**src/hw/rtl/qte_pkg.sv**
```systemverilog
// Shared types, constants and the CORDIC angle table for the quaternion to
// Euler angle converter. No dependencies.
`default_nettype none
package qte_pkg;

   localparam int QUAT_WIDTH_DEF    = 16;
   localparam int CORDIC_STAGES_DEF = 16;

   localparam int CW       = 40;   // CORDIC vector width, Q.30
   localparam int ZW       = 36;   // angle width, Q.29
   localparam int SW       = 32;   // asin argument width, Q.30
   localparam int NW       = 62;   // square root working width
   localparam int SQ_STEPS = 31;   // one result bit per cell
   localparam int LANES    = 3;    // heading, attitude, bank
   localparam int TAB_LEN  = 24;

   typedef logic signed [CW-1:0] coord_type;
   typedef logic signed [ZW-1:0] angle_type;
   typedef logic [1:0]           pole_type;

   localparam pole_type POLE_NONE  = 2'd0;
   localparam pole_type POLE_NORTH = 2'd1;
   localparam pole_type POLE_SOUTH = 2'd2;

   localparam logic REG_POLE_THR = 1'b0;

   localparam angle_type PI_Q29      = 36'sd1686629713;
   localparam angle_type HALF_PI_Q29 = 36'sd843314857;

   // sideband that rides along the square root cells
   typedef struct packed {
      pole_type           pc;
      coord_type          hx;
      coord_type          hy;
      coord_type          bx;
      coord_type          by;
      logic signed [SW-1:0] s;
   } sqrt_side_type;

   // sideband that rides along the CORDIC cells
   typedef struct packed {
      pole_type         pc;
      logic [LANES-1:0] zero;
   } cordic_side_type;

   // atan(2^-i) in Q.29, rounded to nearest
   function automatic angle_type atan_entry(input int i);
      angle_type a;
      case (i)
         0: a = 36'sd421657428;
         1: a = 36'sd248918915;
         2: a = 36'sd131521918;
         3: a = 36'sd66762579;
         4: a = 36'sd33510843;
         5: a = 36'sd16771758;
         6: a = 36'sd8387925;
         7: a = 36'sd4194219;
         8: a = 36'sd2097141;
         9: a = 36'sd1048575;
         10: a = 36'sd524288;
         11: a = 36'sd262144;
         12: a = 36'sd131072;
         13: a = 36'sd65536;
         14: a = 36'sd32768;
         15: a = 36'sd16384;
         16: a = 36'sd8192;
         17: a = 36'sd4096;
         18: a = 36'sd2048;
         19: a = 36'sd1024;
         20: a = 36'sd512;
         21: a = 36'sd256;
         22: a = 36'sd128;
         23: a = 36'sd64;
         default: a = '0;
      endcase
      return a;
   endfunction

endpackage
`default_nettype wire

```
**src/hw/rtl/qte_sqrt_cell.sv**
```systemverilog
// One cell of the square root row: settles one result bit per request.
// Depends on qte_pkg.
`default_nettype none
module qte_sqrt_cell #(
   parameter int STEP = 0
) (
   input  logic                   clock,
   input  logic                   reset,
   input  logic                   adv,
   input  logic                   src_valid,
   input  logic [qte_pkg::NW-1:0] src_rem,
   input  logic [qte_pkg::NW-1:0] src_root,
   input  qte_pkg::sqrt_side_type src_side,
   output logic                   dst_valid,
   output logic [qte_pkg::NW-1:0] dst_rem,
   output logic [qte_pkg::NW-1:0] dst_root,
   output qte_pkg::sqrt_side_type dst_side
);
   import qte_pkg::*;

   localparam logic [NW-1:0] BIT = NW'(1) << (2 * STEP);

   logic [NW-1:0] trial;
   logic [NW-1:0] rem_in, root_in;
   logic          valid_ff;
   logic [NW-1:0] rem_ff, root_ff;
   sqrt_side_type side_ff;

   assign trial = src_root + BIT;

   always_comb begin
      if (src_rem >= trial) begin
         rem_in  = src_rem - trial;
         root_in = (src_root >> 1) + BIT;
      end else begin
         rem_in  = src_rem;
         root_in = src_root >> 1;
      end
   end

   always_ff @(posedge clock) begin
      if (reset) begin
         valid_ff <= 1'b0;
      end else if (adv) begin
         valid_ff <= src_valid;
      end
   end

   always_ff @(posedge clock) begin
      if (adv) begin
         rem_ff  <= rem_in;
         root_ff <= root_in;
         side_ff <= src_side;
      end
   end

   assign dst_valid = valid_ff;
   assign dst_rem   = rem_ff;
   assign dst_root  = root_ff;
   assign dst_side  = side_ff;

endmodule
`default_nettype wire

```
**config.mk**
```make
export PLATFORM = sky130hd
export DESIGN_NAME = qte_sqrt_cell
export DESIGN_NICKNAME = d
export VERILOG_FILES = /design/src/hw/rtl/qte_pkg.sv /design/src/hw/rtl/qte_sqrt_cell.sv
export SDC_FILE = /design/constraint.sdc
export NUM_CORES = 1
export LEC_CHECK = 0
export BUFFER_PORTS_ARGS = -buffer_cell sky130_fd_sc_hd__buf_2
export CAP_MARGIN = 20
export CORE_AREA = 4 4 246 248
export DETAILED_ROUTE_END_ITERATION = 10
export DIE_AREA = 0 0 250 252
export PLACE_DENSITY = 0.62
export SKIP_LAST_GASP = 1
export SYNTH_ARGS = -nofsm -noshare
export SYNTH_HDL_FRONTEND = slang
export SYNTH_SLANG_ARGS = --single-unit
export TNS_END_PERCENT = 1
```
**constraint.sdc**
```tcl
create_clock -name clock -period 5 [get_ports clock]
set_input_delay 0.5 -clock clock [delete_from_list [all_inputs] [get_ports clock]]
set_output_delay 0.5 -clock clock [all_outputs]
set_load 0.01 [all_outputs]
```
==> results by group <==
Synthesis
  • Syn Inst Count: 1407
  • Syn avg cell area: 11.7 um2
  • Cell variety after synth: 64
  • Largest area contributor in the netlist: edfxtp_1
  • Most common library cells after synthesis: edfxtp_1 (318), nand2_1 (154), nor2_1 (95), o21ai_0 (93), xnor2_1 (90)
  • Yosys reg bits: 319
  • Top-count cell post-synth: edfxtp_1
  • Seq/Total Area, Yosys: 58.3%
  • Asr flop ratio synth: 0%
  • Post-Syn Area: 16400 um2
  • Area fraction of the dominant cell type after synthesis: 58.2%
  • Synthesized net count: 1794
  • Yosys synthesis warning count: 0
  • Main synth FF type: edfxtp_1
  • EDFF count, synth: 318
  • Synth top area cells: edfxtp_1 (58%), ha_1 (4.9%), xnor2_1 (4.8%)

Clock network
  • Clk slew on worst S/H paths: 0.06 ns
  • H-tree levels: 2
  • Longest Clk Path Bufs: 3
  • Root buf cell: clkbuf_16
  • Setup Fix Bufs, Post-CTS: 0
  • CTS resizes: 2
  • Cts hold-fix bufs: 0
  • CTS tree: built
  • Clk Latency, worst-skew pair: 0.55 ns
  • Total CTS buffers: 38
  • # clock sinks: 319

Setup path
  • Critical Path RT: 5.28 ns
  • Crit Path Max Fanout: 8
  • Startpoint Class: primary input
  • Setup slack, reg-to-reg: 4.39 ns
  • Worst Path Arrival: 4.98 ns
  • CP Capture Type: flip-flop
  • Critical setup path kind: primary input to flip-flop

Power and ir drop
  • PwrDens: 325 nW/um2
  • Leakage power: 10.2 nW
  • Reg power frac: 43.2%
  • Int Pwr: 5.54 mW
  • IR drop worst, VDD: 0.224 mV
  • Switching Share: 28.7%
  • Comb pwr share: 21.5%
  • Net Switching: 2.23 mW
  • Clock Power Share: 35.4%

Timing
  • Total Neg Setup Slack: 0 ns
  • Rel. slew slack: 45.2%
  • Number of setup violations in the final report: 0
  • Final WS setup: 0.301 ns
  • Worst Tran Pin Value: 0.822 ns
  • Unrepaired setup endpoints after global routing: false
  • Pins Over Slew Limit: 0
  • Hold Slack: 0.0960 ns
  • Endpoints failing hold: 0
  • Minimum clock period: 4.70 ns
  • F_max: 213 MHz
  • Final Cycle Share: 94.0%
  • Worst Skew: 0 ns

Cells and area
  • Final net count: 2705
  • Ratio of cells with drive above 1 in the final layout: 43.4%
  • Fillers: 5771
  • Storage cell area: 9570 um2
  • Area grow syn2layout: 45.8%
  • Multi-input gate area: 6500 um2
  • Util after Layout: 40.9%
  • Post-route cell area: 23900 um2

Detailed routing
  • Routed vias: 15700
  • DRC: 0
  • Starting DRT DRC Count: 1419
  • Final ANT Viol Nets: 0
  • Final wirelength: 85600 um
  • First drt pass iteration count: 5
  • Vias/cell: 4.97
  • Wire per inst: 27.2 um

Place
  • HPWL Detailed: 73300 um
  • DP Area: 22600 um2
  • # port buffers: 640
  • Placer Congestion: 0.941
  • Placement Setup Slack: -0.727 ns

Global route
  • Largest net degree at the start of global routing: 136
  • First-pass GRT wire length: 116000 um
  • Initial antenna violation count: 91
  • Vias in the first global route: 15200
  • GRT Overall Usage: 25.8%
  • Total grt overflow: 0

Floorplanning
  • Rows: 89
  • Die X: 250 um
  • Core region area: 58500 um2
  • Die Y: 252 um
  • Ports: 641
  • Die ar.: 63000 um2
  • Initial Utilization: 28.1%

Job
  • Max-Cap Viols: 0

Worst hold path
  • Worst hold-check path type: primary input to flip-flop

Outcome
  • Status: finished, final reports clean
-- routing by layer --
layer	routed length [um]	global-route usage (%)	vias to the layer above	part of all wire, %
met1	33700	31.7	7608	39
met4	3200	9.49	12	3.7
met3	5600	5.17	171	6.5
li1	-	-	7101	-
met5	70	0	-	0.082
met2	43000	45.1	768	50
-- power by group through the flow --
stage	combinational (mW)	sequential, mW	clock [mW]
2_1_floorplan	0.581	3.49	0
3_3_place_gp	1.65	3.41	0
3_5_place_dp	1.66	3.41	0
4_1_cts	1.67	3.35	2.81
5_1_grt	1.80	3.37	2.93
6_report	1.67	3.36	2.75
-- sequential cells by signal, summed over array words and instances, names as in the netlist --
register and count:
dst_rem 62, dst_root 62, dst_side 194, dst_valid 1
-- kinds of logic after synthesis --
logic type | synth area share (%)
AOI/OAI and AO/OA | 10.6
xor gates and xnor gates | 9.45
muxes | 0.465
buffers and inverters | 2.34
adders and majority gates | 5.00
and+or+nand+nor | 13.8
DFF | 58.3
-- final cells by class --
cell class              count  area share, %
flip-flops and latches    319           40.0
clock buffers              47           4.20
multi-input cells         995           27.2
diodes                     37          0.387
well taps                 773           4.04
inverters                  28          0.439
clock inverters            17          0.779
repair buffers            936           23.0
-- metrics by stage --
step	total power, mW	cells
floorplan	4.07	1407
global placement	5.06	3051
detailed placement	5.06	3051
CTS	7.83	3115
global route	8.10	3136
finish	7.77	3152
-- cells in the final DEF (no fill, tap or decap), drive strengths merged, types with 8 or more instances in the layout --
master / synthesis / routed
a211oi: 9 / 9
a21o: 27 / 27
a21oi: 81 / 81
a31oi: 9 / 9
and3: 25 / 25
and4: 11 / 11
buf: 18 / 936
clkbuf: 47 / 47
clkinv: 0 / 9
diode: 0 / 37
edfxtp: 318 / 318
ha: 64 / 64
inv: 28 / 32
nand2: 154 / 154
nand2b: 9 / 9
nand3: 45 / 45
nand4: 51 / 51
nor2: 95 / 95
nor3: 36 / 36
nor4: 10 / 10
o211ai: 8 / 8
o21ai: 94 / 94
o21bai: 10 / 10
o31ai: 8 / 8
xnor2: 90 / 90
xor2: 87 / 87
-- worst paths after layout --
| kind | from | end | depth (start not counted) |
|---|---|---|---|
| worst max-delay path | src_root[1] | dst_root[43] | 22 |
| worst min-delay path | reset | dst_valid | 2 |
| worst max register to register | dst_valid | dst_valid | 2 |
| worst min register to register | dst_valid | dst_valid | 2 |
-- worst max-delay path: stages --
cell      delay, ns
buf_2          0.09
ha_1           0.16
and4_1         0.22
and3_2         0.27
and3_1         0.22
inv_1          0.05
nor4_1         0.22
buf_4          0.17
buf_4          0.11
and2_1         0.15
nand2_1        0.10
xor2_1         0.20
ha_4           0.36
nand4_1        0.16
nor4_4         0.23
and3_1         0.32
a41o_1         0.23
nor2_1         0.06
a21boi_4       0.19
or4_4          0.60
nor4_4         0.20
xor2_2         0.14
No activity file was read; power rests on OpenSTA's default activity.
