### src/hw/rtl/qte_pkg.sv
// Shared types, constants and the CORDIC angle table for the quaternion to
// Euler angle converter. No dependencies.
`default_nettype none
package qte_pkg;

   localparam int QUAT_WIDTH_DEF    = 16;
   localparam int CORDIC_STAGES_DEF = 16;

   localparam int CW       = 40;   // CORDIC vector width, Q.30
   localparam int ZW       = 36;   // angle width, Q.29
   localparam int SW       = 32;   // asin argument width, Q.30
   localparam int NW       = 62;   // square root working width
   localparam int SQ_STEPS = 31;   // one result bit per cell
   localparam int LANES    = 3;    // heading, attitude, bank
   localparam int TAB_LEN  = 24;

   typedef logic signed [CW-1:0] coord_type;
   typedef logic signed [ZW-1:0] angle_type;
   typedef logic [1:0]           pole_type;

   localparam pole_type POLE_NONE  = 2'd0;
   localparam pole_type POLE_NORTH = 2'd1;
   localparam pole_type POLE_SOUTH = 2'd2;

   localparam logic REG_POLE_THR = 1'b0;

   localparam angle_type PI_Q29      = 36'sd1686629713;
   localparam angle_type HALF_PI_Q29 = 36'sd843314857;

   // sideband that rides along the square root cells
   typedef struct packed {
      pole_type           pc;
      coord_type          hx;
      coord_type          hy;
      coord_type          bx;
      coord_type          by;
      logic signed [SW-1:0] s;
   } sqrt_side_type;

   // sideband that rides along the CORDIC cells
   typedef struct packed {
      pole_type         pc;
      logic [LANES-1:0] zero;
   } cordic_side_type;

   // atan(2^-i) in Q.29, rounded to nearest
   function automatic angle_type atan_entry(input int i);
      angle_type a;
      case (i)
         0: a = 36'sd421657428;
         1: a = 36'sd248918915;
         2: a = 36'sd131521918;
         3: a = 36'sd66762579;
         4: a = 36'sd33510843;
         5: a = 36'sd16771758;
         6: a = 36'sd8387925;
         7: a = 36'sd4194219;
         8: a = 36'sd2097141;
         9: a = 36'sd1048575;
         10: a = 36'sd524288;
         11: a = 36'sd262144;
         12: a = 36'sd131072;
         13: a = 36'sd65536;
         14: a = 36'sd32768;
         15: a = 36'sd16384;
         16: a = 36'sd8192;
         17: a = 36'sd4096;
         18: a = 36'sd2048;
         19: a = 36'sd1024;
         20: a = 36'sd512;
         21: a = 36'sd256;
         22: a = 36'sd128;
         23: a = 36'sd64;
         default: a = '0;
      endcase
      return a;
   endfunction

endpackage
`default_nettype wire

### src/hw/rtl/qte_cordic_cell.sv
// One vectoring CORDIC stage for the three angle lanes.
// Depends on qte_pkg.
`default_nettype none
module qte_cordic_cell #(
   parameter int STAGE = 0
) (
   input  logic                     clock,
   input  logic                     reset,
   input  logic                     adv,
   input  logic                     src_valid,
   input  qte_pkg::coord_type       src_x [qte_pkg::LANES],
   input  qte_pkg::coord_type       src_y [qte_pkg::LANES],
   input  qte_pkg::angle_type       src_z [qte_pkg::LANES],
   input  qte_pkg::cordic_side_type src_side,
   output logic                     dst_valid,
   output qte_pkg::coord_type       dst_x [qte_pkg::LANES],
   output qte_pkg::coord_type       dst_y [qte_pkg::LANES],
   output qte_pkg::angle_type       dst_z [qte_pkg::LANES],
   output qte_pkg::cordic_side_type dst_side
);
   import qte_pkg::*;

   localparam angle_type ANG = atan_entry(STAGE);

   coord_type       x_in [LANES];
   coord_type       y_in [LANES];
   angle_type       z_in [LANES];
   coord_type       x_ff [LANES];
   coord_type       y_ff [LANES];
   angle_type       z_ff [LANES];
   logic            valid_ff;
   cordic_side_type side_ff;

   always_comb begin
      for (int l = 0; l < LANES; l++) begin
         if (!src_y[l][CW-1]) begin
            x_in[l] = src_x[l] + (src_y[l] >>> STAGE);
            y_in[l] = src_y[l] - (src_x[l] >>> STAGE);
            z_in[l] = src_z[l] + ANG;
         end else begin
            x_in[l] = src_x[l] - (src_y[l] >>> STAGE);
            y_in[l] = src_y[l] + (src_x[l] >>> STAGE);
            z_in[l] = src_z[l] - ANG;
         end
      end
   end

   always_ff @(posedge clock) begin
      if (reset) begin
         valid_ff <= 1'b0;
      end else if (adv) begin
         valid_ff <= src_valid;
      end
   end

   always_ff @(posedge clock) begin
      if (adv) begin
         x_ff    <= x_in;
         y_ff    <= y_in;
         z_ff    <= z_in;
         side_ff <= src_side;
      end
   end

   assign dst_valid = valid_ff;
   assign dst_x     = x_ff;
   assign dst_y     = y_ff;
   assign dst_z     = z_ff;
   assign dst_side  = side_ff;

endmodule
`default_nettype wire

### config.mk
export PLATFORM = sky130hd
export DESIGN_NAME = qte_cordic_cell
export DESIGN_NICKNAME = d
export VERILOG_FILES = /design/src/hw/rtl/qte_pkg.sv /design/src/hw/rtl/qte_cordic_cell.sv
export SDC_FILE = /design/constraint.sdc
export NUM_CORES = 1
export LEC_CHECK = 0
export BUFFER_PORTS_ARGS = -buffer_cell sky130_fd_sc_hd__buf_2
export CELL_PAD_IN_SITES_DETAIL_PLACEMENT = 0
export CELL_PAD_IN_SITES_GLOBAL_PLACEMENT = 2
export CORE_ASPECT_RATIO = 0.6
export CORE_MARGIN = 2
export CORE_UTILIZATION = 37
export DETAILED_ROUTE_END_ITERATION = 7
export HOLD_SLACK_MARGIN = 0.06
export MAX_ROUTING_LAYER = met4
export PLACE_DENSITY = 0.91
export SYNTH_ARGS = -nofsm -noshare
export SYNTH_HDL_FRONTEND = slang
export SYNTH_SLANG_ARGS = --single-unit
### constraint.sdc
create_clock -name clock -period 6.8 [get_ports clock]
set_input_delay 0.34 -clock clock [delete_from_list [all_inputs] [get_ports clock]]
set_output_delay 0.34 -clock clock [all_outputs]
set_load 0.02 [all_outputs]
==> results.cfg, run 1 <==
[global_route]
grt_pass1_wl_um = 211500
grt_start_max_net_pins = 127
track_usage = 0.2881
antenna_found_initial = 31
grt_pass1_vias = 32490
grt_overflow = 0

[place]
dp_cells = 6034
routabilityCongestion = 1.064
port_buffers = 710
placed_cell_area_um2 = 40380
dp_hpwl_um = 118000

[worst_setup_path]
timing.rr.end = dst_valid
crit_path_start_kind = input port
cp_max_fo = 4
worstPathArrival_ps = 4920
end_kind = register
worstReg2RegStart = dst_valid
reg2reg_depth = 3
r2r_slack_ps = 5650
path_class = in -> reg
worstPathRequired_ps = 7150

[timing]
fin_skew_ps = 0
finalHoldViolations = 0
worstMarginPinSlew_ps = 1054
fin_crit_sh = 0.6725
max_freq_ghz = 0.2187
fin_crit_ps = 4573
holdWs_ps = 125.3
slew_headroom = 0.2793
grt_setup_unrepaired = false
setup_tns_ps = 0
setup_viol = 0
slew_violations = 0

[power_and_ir_drop]
p_sw_frac = 0.4008
power.switching_w = 0.003721
p_seq_frac = 0.325
comb_power_share = 0.407
p_leak_nw = 19.07
max-vdd-ir-drop_mv = 0.1999
power_density_nw_per_um2 = 220.6
intPower_w = 0.005563
clockPowerShare = 0.268

[route]
drc = 0
viasPerCell = 5.752
drtIter0Drc = 4062
drt.antenna.violating_nets = 0
wire_per_inst_um = 23.61
drt-total-wl_um = 145400
num_vias = 35430
dr.pass1.iters = 6

[floorplan]
fp.dieH_um = 244.6
core.rowCount = 88
core-area_um2 = 95790
initial_core_util = 0.3725
die_w_um = 404.9
io_pins = 711
die_area_um2 = 99020

[hold_path]
min_path_type = in -> reg
min_to = dst_z[3]
min_from = src_z[3]
worstHoldPathCells = 2

[synth]
synthTopCellsByArea = edfxtp_1, ha_1, a21oi_1
synth.ff_latch_count = 351
yosysTopAreaCell = edfxtp_1
synth_area_um2 = 35680
synth_flop_cell = edfxtp_1
avgSynthCellArea_um2 = 8.492
synthCells = 4202
synth_edf_count = 350
synthesis.nets = 5018
async_flop_share = 0
synth_top_area_share = 0.2945
synth_cell_type_count = 79
ys_seq_area_frac = 0.2951
synth_warnings = 0

[clocking]
clk_path_buf_depth = 3
htree_num_levels = 2
cts_tree = built
clk_pin_slew_ps = 60
cts_buffers = 42
cts-root-buf = clkbuf_16
postCtsHoldBufs = 20
cts_sinks = 351
clk_latency_ps = 600
cts_resized = 0
cts_setup_buffers = 0

[outcome]
outcome = complete, no violations

[finish]
layout_commonest_cell = buf_2
drive_gt1_frac = 0.1731
most-common-layout-cells = buf_2, a21oi_1, ha_1, inv_1, nor2_1
area_delta_synth_final_pct = 17.95
final_cells = 6159
design_area_um2 = 42090
num-nets-final = 5654

[job]
max-cap-violations = 0
how the worst max path moves through the flow:
stage	to	slack, ps	start
after floorplan	dst_z[34]	2520	src_y[39]
after global placement	dst_z[34]	2040	src_y[39]
after detailed placement	dst_y[78]	1940	src_x[40]
after CTS	dst_y[78]	2600	src_x[40]
after global routing	dst_y[76]	2130	src_x[40]
final	dst_x[78]	2230	src_x[40]
power by group through the flow:
stage / combinational [W] / clock, W / sequential (W)
2_1_floorplan: 0.00188 / 0 / 0.00348
4_1_cts: 0.00371 / 0.00256 / 0.00303
3_5_place_dp: 0.00368 / 0 / 0.00306
3_3_place_gp: 0.00369 / 0 / 0.00306
5_1_grt: 0.00405 / 0.00264 / 0.00304
6_report: 0.00378 / 0.00249 / 0.00302
state kept, by name, indices dropped and copies added, names as in the netlist:
signal     flops
dst_z        108
dst_y        118
dst_side       5
dst_valid      1
dst_x        119
layer usage:
layer  global-route usage  wire length (um)  share of wire
met5                    -                 0              0
met2               0.3870             58140           0.40
met1               0.4362             69400           0.48
met4              0.06332              3255          0.022
met3              0.05690             14640           0.10
per-stage QoR:
step | utilization | power, W | worst slack [ps]
after floorplan | - | 0.005361 | 2516
after global placement | 0.4216 | 0.006749 | 2041
after detailed placement | 0.4216 | 0.006744 | 1937
after CTS | 0.4386 | 0.009293 | 2599
after global routing | 0.4393 | 0.009731 | 2128
final | 0.4394 | 0.009284 | 2227
area by class of cell:
class	count	area, um^2
multi-input cells	3312	23110
clock buffers	48	1074
clock inverters	29	362.8
well taps	1260	1577
diodes	28	70.07
fillers	9695	53700
repair buffers	751	3941
flip-flops and latches	351	10530
inverters	380	1426
Yosys cell counts (14+ instances only):
cell         n
a2111oi_0   14
a211o_1     15
a211oi_1    44
a21boi_0    17
a21o_1     169
a21oi_1    559
a31oi_1     33
and3_1      18
buf_1       35
clkbuf_1   115
edfxtp_1   350
ha_1       447
inv_1      370
mux2i_1     61
nand2_1    209
nand2b_1    51
nand3_1     61
nand4_1     55
nor2_1     355
nor2b_1     51
nor3_1      83
nor4_1      28
o211ai_1    22
o21a_1      43
o21ai_0    302
o21bai_1   107
o31ai_1     23
or2_2       15
or3_1       15
xnor2_1    257
xor2_1      61
worst max-delay path: stages:
cell	delay [ps]
buf_2	110
ha_1	240
fa_1	430
nor2b_1	170
o21ai_0	340
a31oi_1	200
nor4b_1	850
o21ai_0	370
a31oi_1	360
o21ai_0	320
a41oi_1	620
o21ai_0	250
a31oi_1	250
xor2_1	90
cell families after synthesis:
family                   Yosys count  share of synthesized area
XOR/XNOR                         318                    0.07805
AND/OR/NAND/NOR                  983                     0.1292
flip-flops                       351                     0.2951
AO/OA/AOI/OAI                   1489                     0.2592
buffers and inverters            539                    0.05729
adder cells (fa/ha/maj)          459                     0.1635
multiplexers                      63                    0.01774
Power figures use the tool's default switching activity.
==> inputs of run 2 (changes only) <==
Settings changed: CORE_UTILIZATION 37 to 31, PLACE_DENSITY 0.91 to 0.81.
Clock period 6.8 ns to 3.74 ns, I/O delays scaled along.
==> run 2 against run 1 <==
Total power rose by 95%. Sequential cell count did not move. Clock-buffer cell count rose by 1.
==> results.cfg, run 2 (same netlist as run 1, synthesis figures left out) <==
[worst_setup_path]
r2r_slack_ps = 2590
worstReg2RegStart = dst_valid
worstPathRequired_ps = 4110
path_class = in -> reg
reg2reg_depth = 3
crit_path_start_kind = input port
worstPathArrival_ps = 4090
cp_max_fo = 12
end_kind = register
timing.rr.end = dst_valid

[global_route]
grt_start_max_net_pins = 93
antenna_found_initial = 44
grt_overflow = 0
track_usage = 0.2864
grt_pass1_wl_um = 240900
grt_pass1_vias = 34080

[outcome]
outcome = complete, no violations

[timing]
fin_ws_ps = 23.04
fin_crit_ps = 3717
slew_headroom = 0.3279
fin_crit_sh = 0.9938
max_freq_ghz = 0.2690
holdWs_ps = 106.8
worstMarginPinSlew_ps = 1008
slew_violations = 0
fin_skew_ps = 0
finalHoldViolations = 0
setup_tns_ps = 0
setup_viol = 0
grt_setup_unrepaired = false

[power_and_ir_drop]
max-vdd-ir-drop_mv = 0.2934
finalPower_w = 0.01811
p_leak_nw = 21.37
power_density_nw_per_um2 = 390.6

[clocking]
cts_tree = built
clk_path_buf_depth = 3
clk_pin_slew_ps = 60
clk_latency_ps = 630
cts_sinks = 351
cts_buffers = 44
htree_num_levels = 2
cts-root-buf = clkbuf_16

[floorplan]
io_pins = 711
initial_core_util = 0.3124
core.rowCount = 96
core-area_um2 = 114200
die_w_um = 442
die_area_um2 = 117900
fp.dieH_um = 266.8

[hold_path]
min_to = dst_x[1]
worstHoldPathCells = 4
min_path_type = in -> reg
min_from = src_y[39]

[finish]
layout_commonest_cell = buf_2
most-common-layout-cells = buf_2, a21oi_1, ha_1, buf_4, inv_1
area_delta_synth_final_pct = 29.93
num-nets-final = 6130
finish.utilization = 0.4059
largest_register_ffs = 119
drive_gt1_frac = 0.2376

[route]
viasPerCell = 5.425
drtIter0Drc = 4430
dr.pass1.iters = 5
drt.antenna.violating_nets = 0
num_vias = 37450
drc = 0
wire_per_inst_um = 25.00
drt-total-wl_um = 172600

[job]
max-cap-violations = 0

[place]
dp_hpwl_um = 144300
pre_cts_slack_ps = -1283
port_buffers = 710
routabilityCongestion = 1.033
==> run 2: cell types whose count changed in the layout (fill, tap and decap cells not counted), sizes merged <==
cell,delta
buf,+411
bufinv,-1
inv,-2
dlygate4sd3,+63
clkbuf,+1
diode,+8
clkinvlp,+6
==> run 2: area by class of cell <==
cell class | count | area [um^2]
antenna | 36 | 90.09
clock buffer | 49 | 1141
clock inverter | 32 | 389.1
fill | 11650 | 67870
inverter | 380 | 1428
multi-input combinational | 3312 | 23200
sequential | 351 | 10530
tap | 1519 | 1901
timing repair buffer | 1225 | 7682
==> run 2: what timing repair did <==
action                     CTS  global route
setup buffers                0             0
hold endpoints to repair    78             0
hold buffers                83             0
setup endpoints to repair   16            14
gates resized for setup      5            11
pin swaps                    0             0
==> run 2: critical path: stages <==
cell,delay (ps)
buf_2,110
inv_1,40
ha_1,490
nor2_2,280
nand2_1,220
a2111oi_4,540
buf_4,220
or3_1,280
a311oi_4,200
o22ai_2,240
nor4_1,100
buf_4,150
or4_1,640
o21ai_0,280
xnor2_1,90
==> run 2: metrics by stage <==
stage                     cells  cell area, um^2
after floorplan            4202            35690
after global placement     6704            43820
after detailed placement   6704            43820
after CTS                  6868            46210
after global routing       6889            46330
final                      6904            46360
==> run 2: metal layers <==
layer | part of all wire | GRT usage | vias up
met4 | 0.020 | 0.05749 | 0
met2 | 0.39 | 0.3727 | 1826
met5 | 0 | - | -
li1 | - | - | 17490
met1 | 0.48 | 0.4277 | 17960
met3 | 0.11 | 0.08230 | 172
==> run 2: power breakdown <==
part / total [W] / internal [W] / switching [W]
Sequential: 0.00548 / 0.00523 / 0.000255
Combinational: 0.00788 / 0.00286 / 0.00502
Clock: 0.00475 / 0.00265 / 0.00210
==> run 2: how the worst max path moves through the flow <==
stage / slack, ps / from / end / cells after the start
6_report: 20 / src_x[9] / dst_x[36] / 15
3_5_place_dp: -1280 / src_x[9] / dst_x[36] / 15
2_1_floorplan: 10 / src_y[39] / dst_z[34] / 15
4_1_cts: 90 / src_x[9] / dst_x[36] / 15
3_3_place_gp: -1270 / src_x[9] / dst_x[36] / 15
5_1_grt: 8 / src_x[9] / dst_y[36] / 15
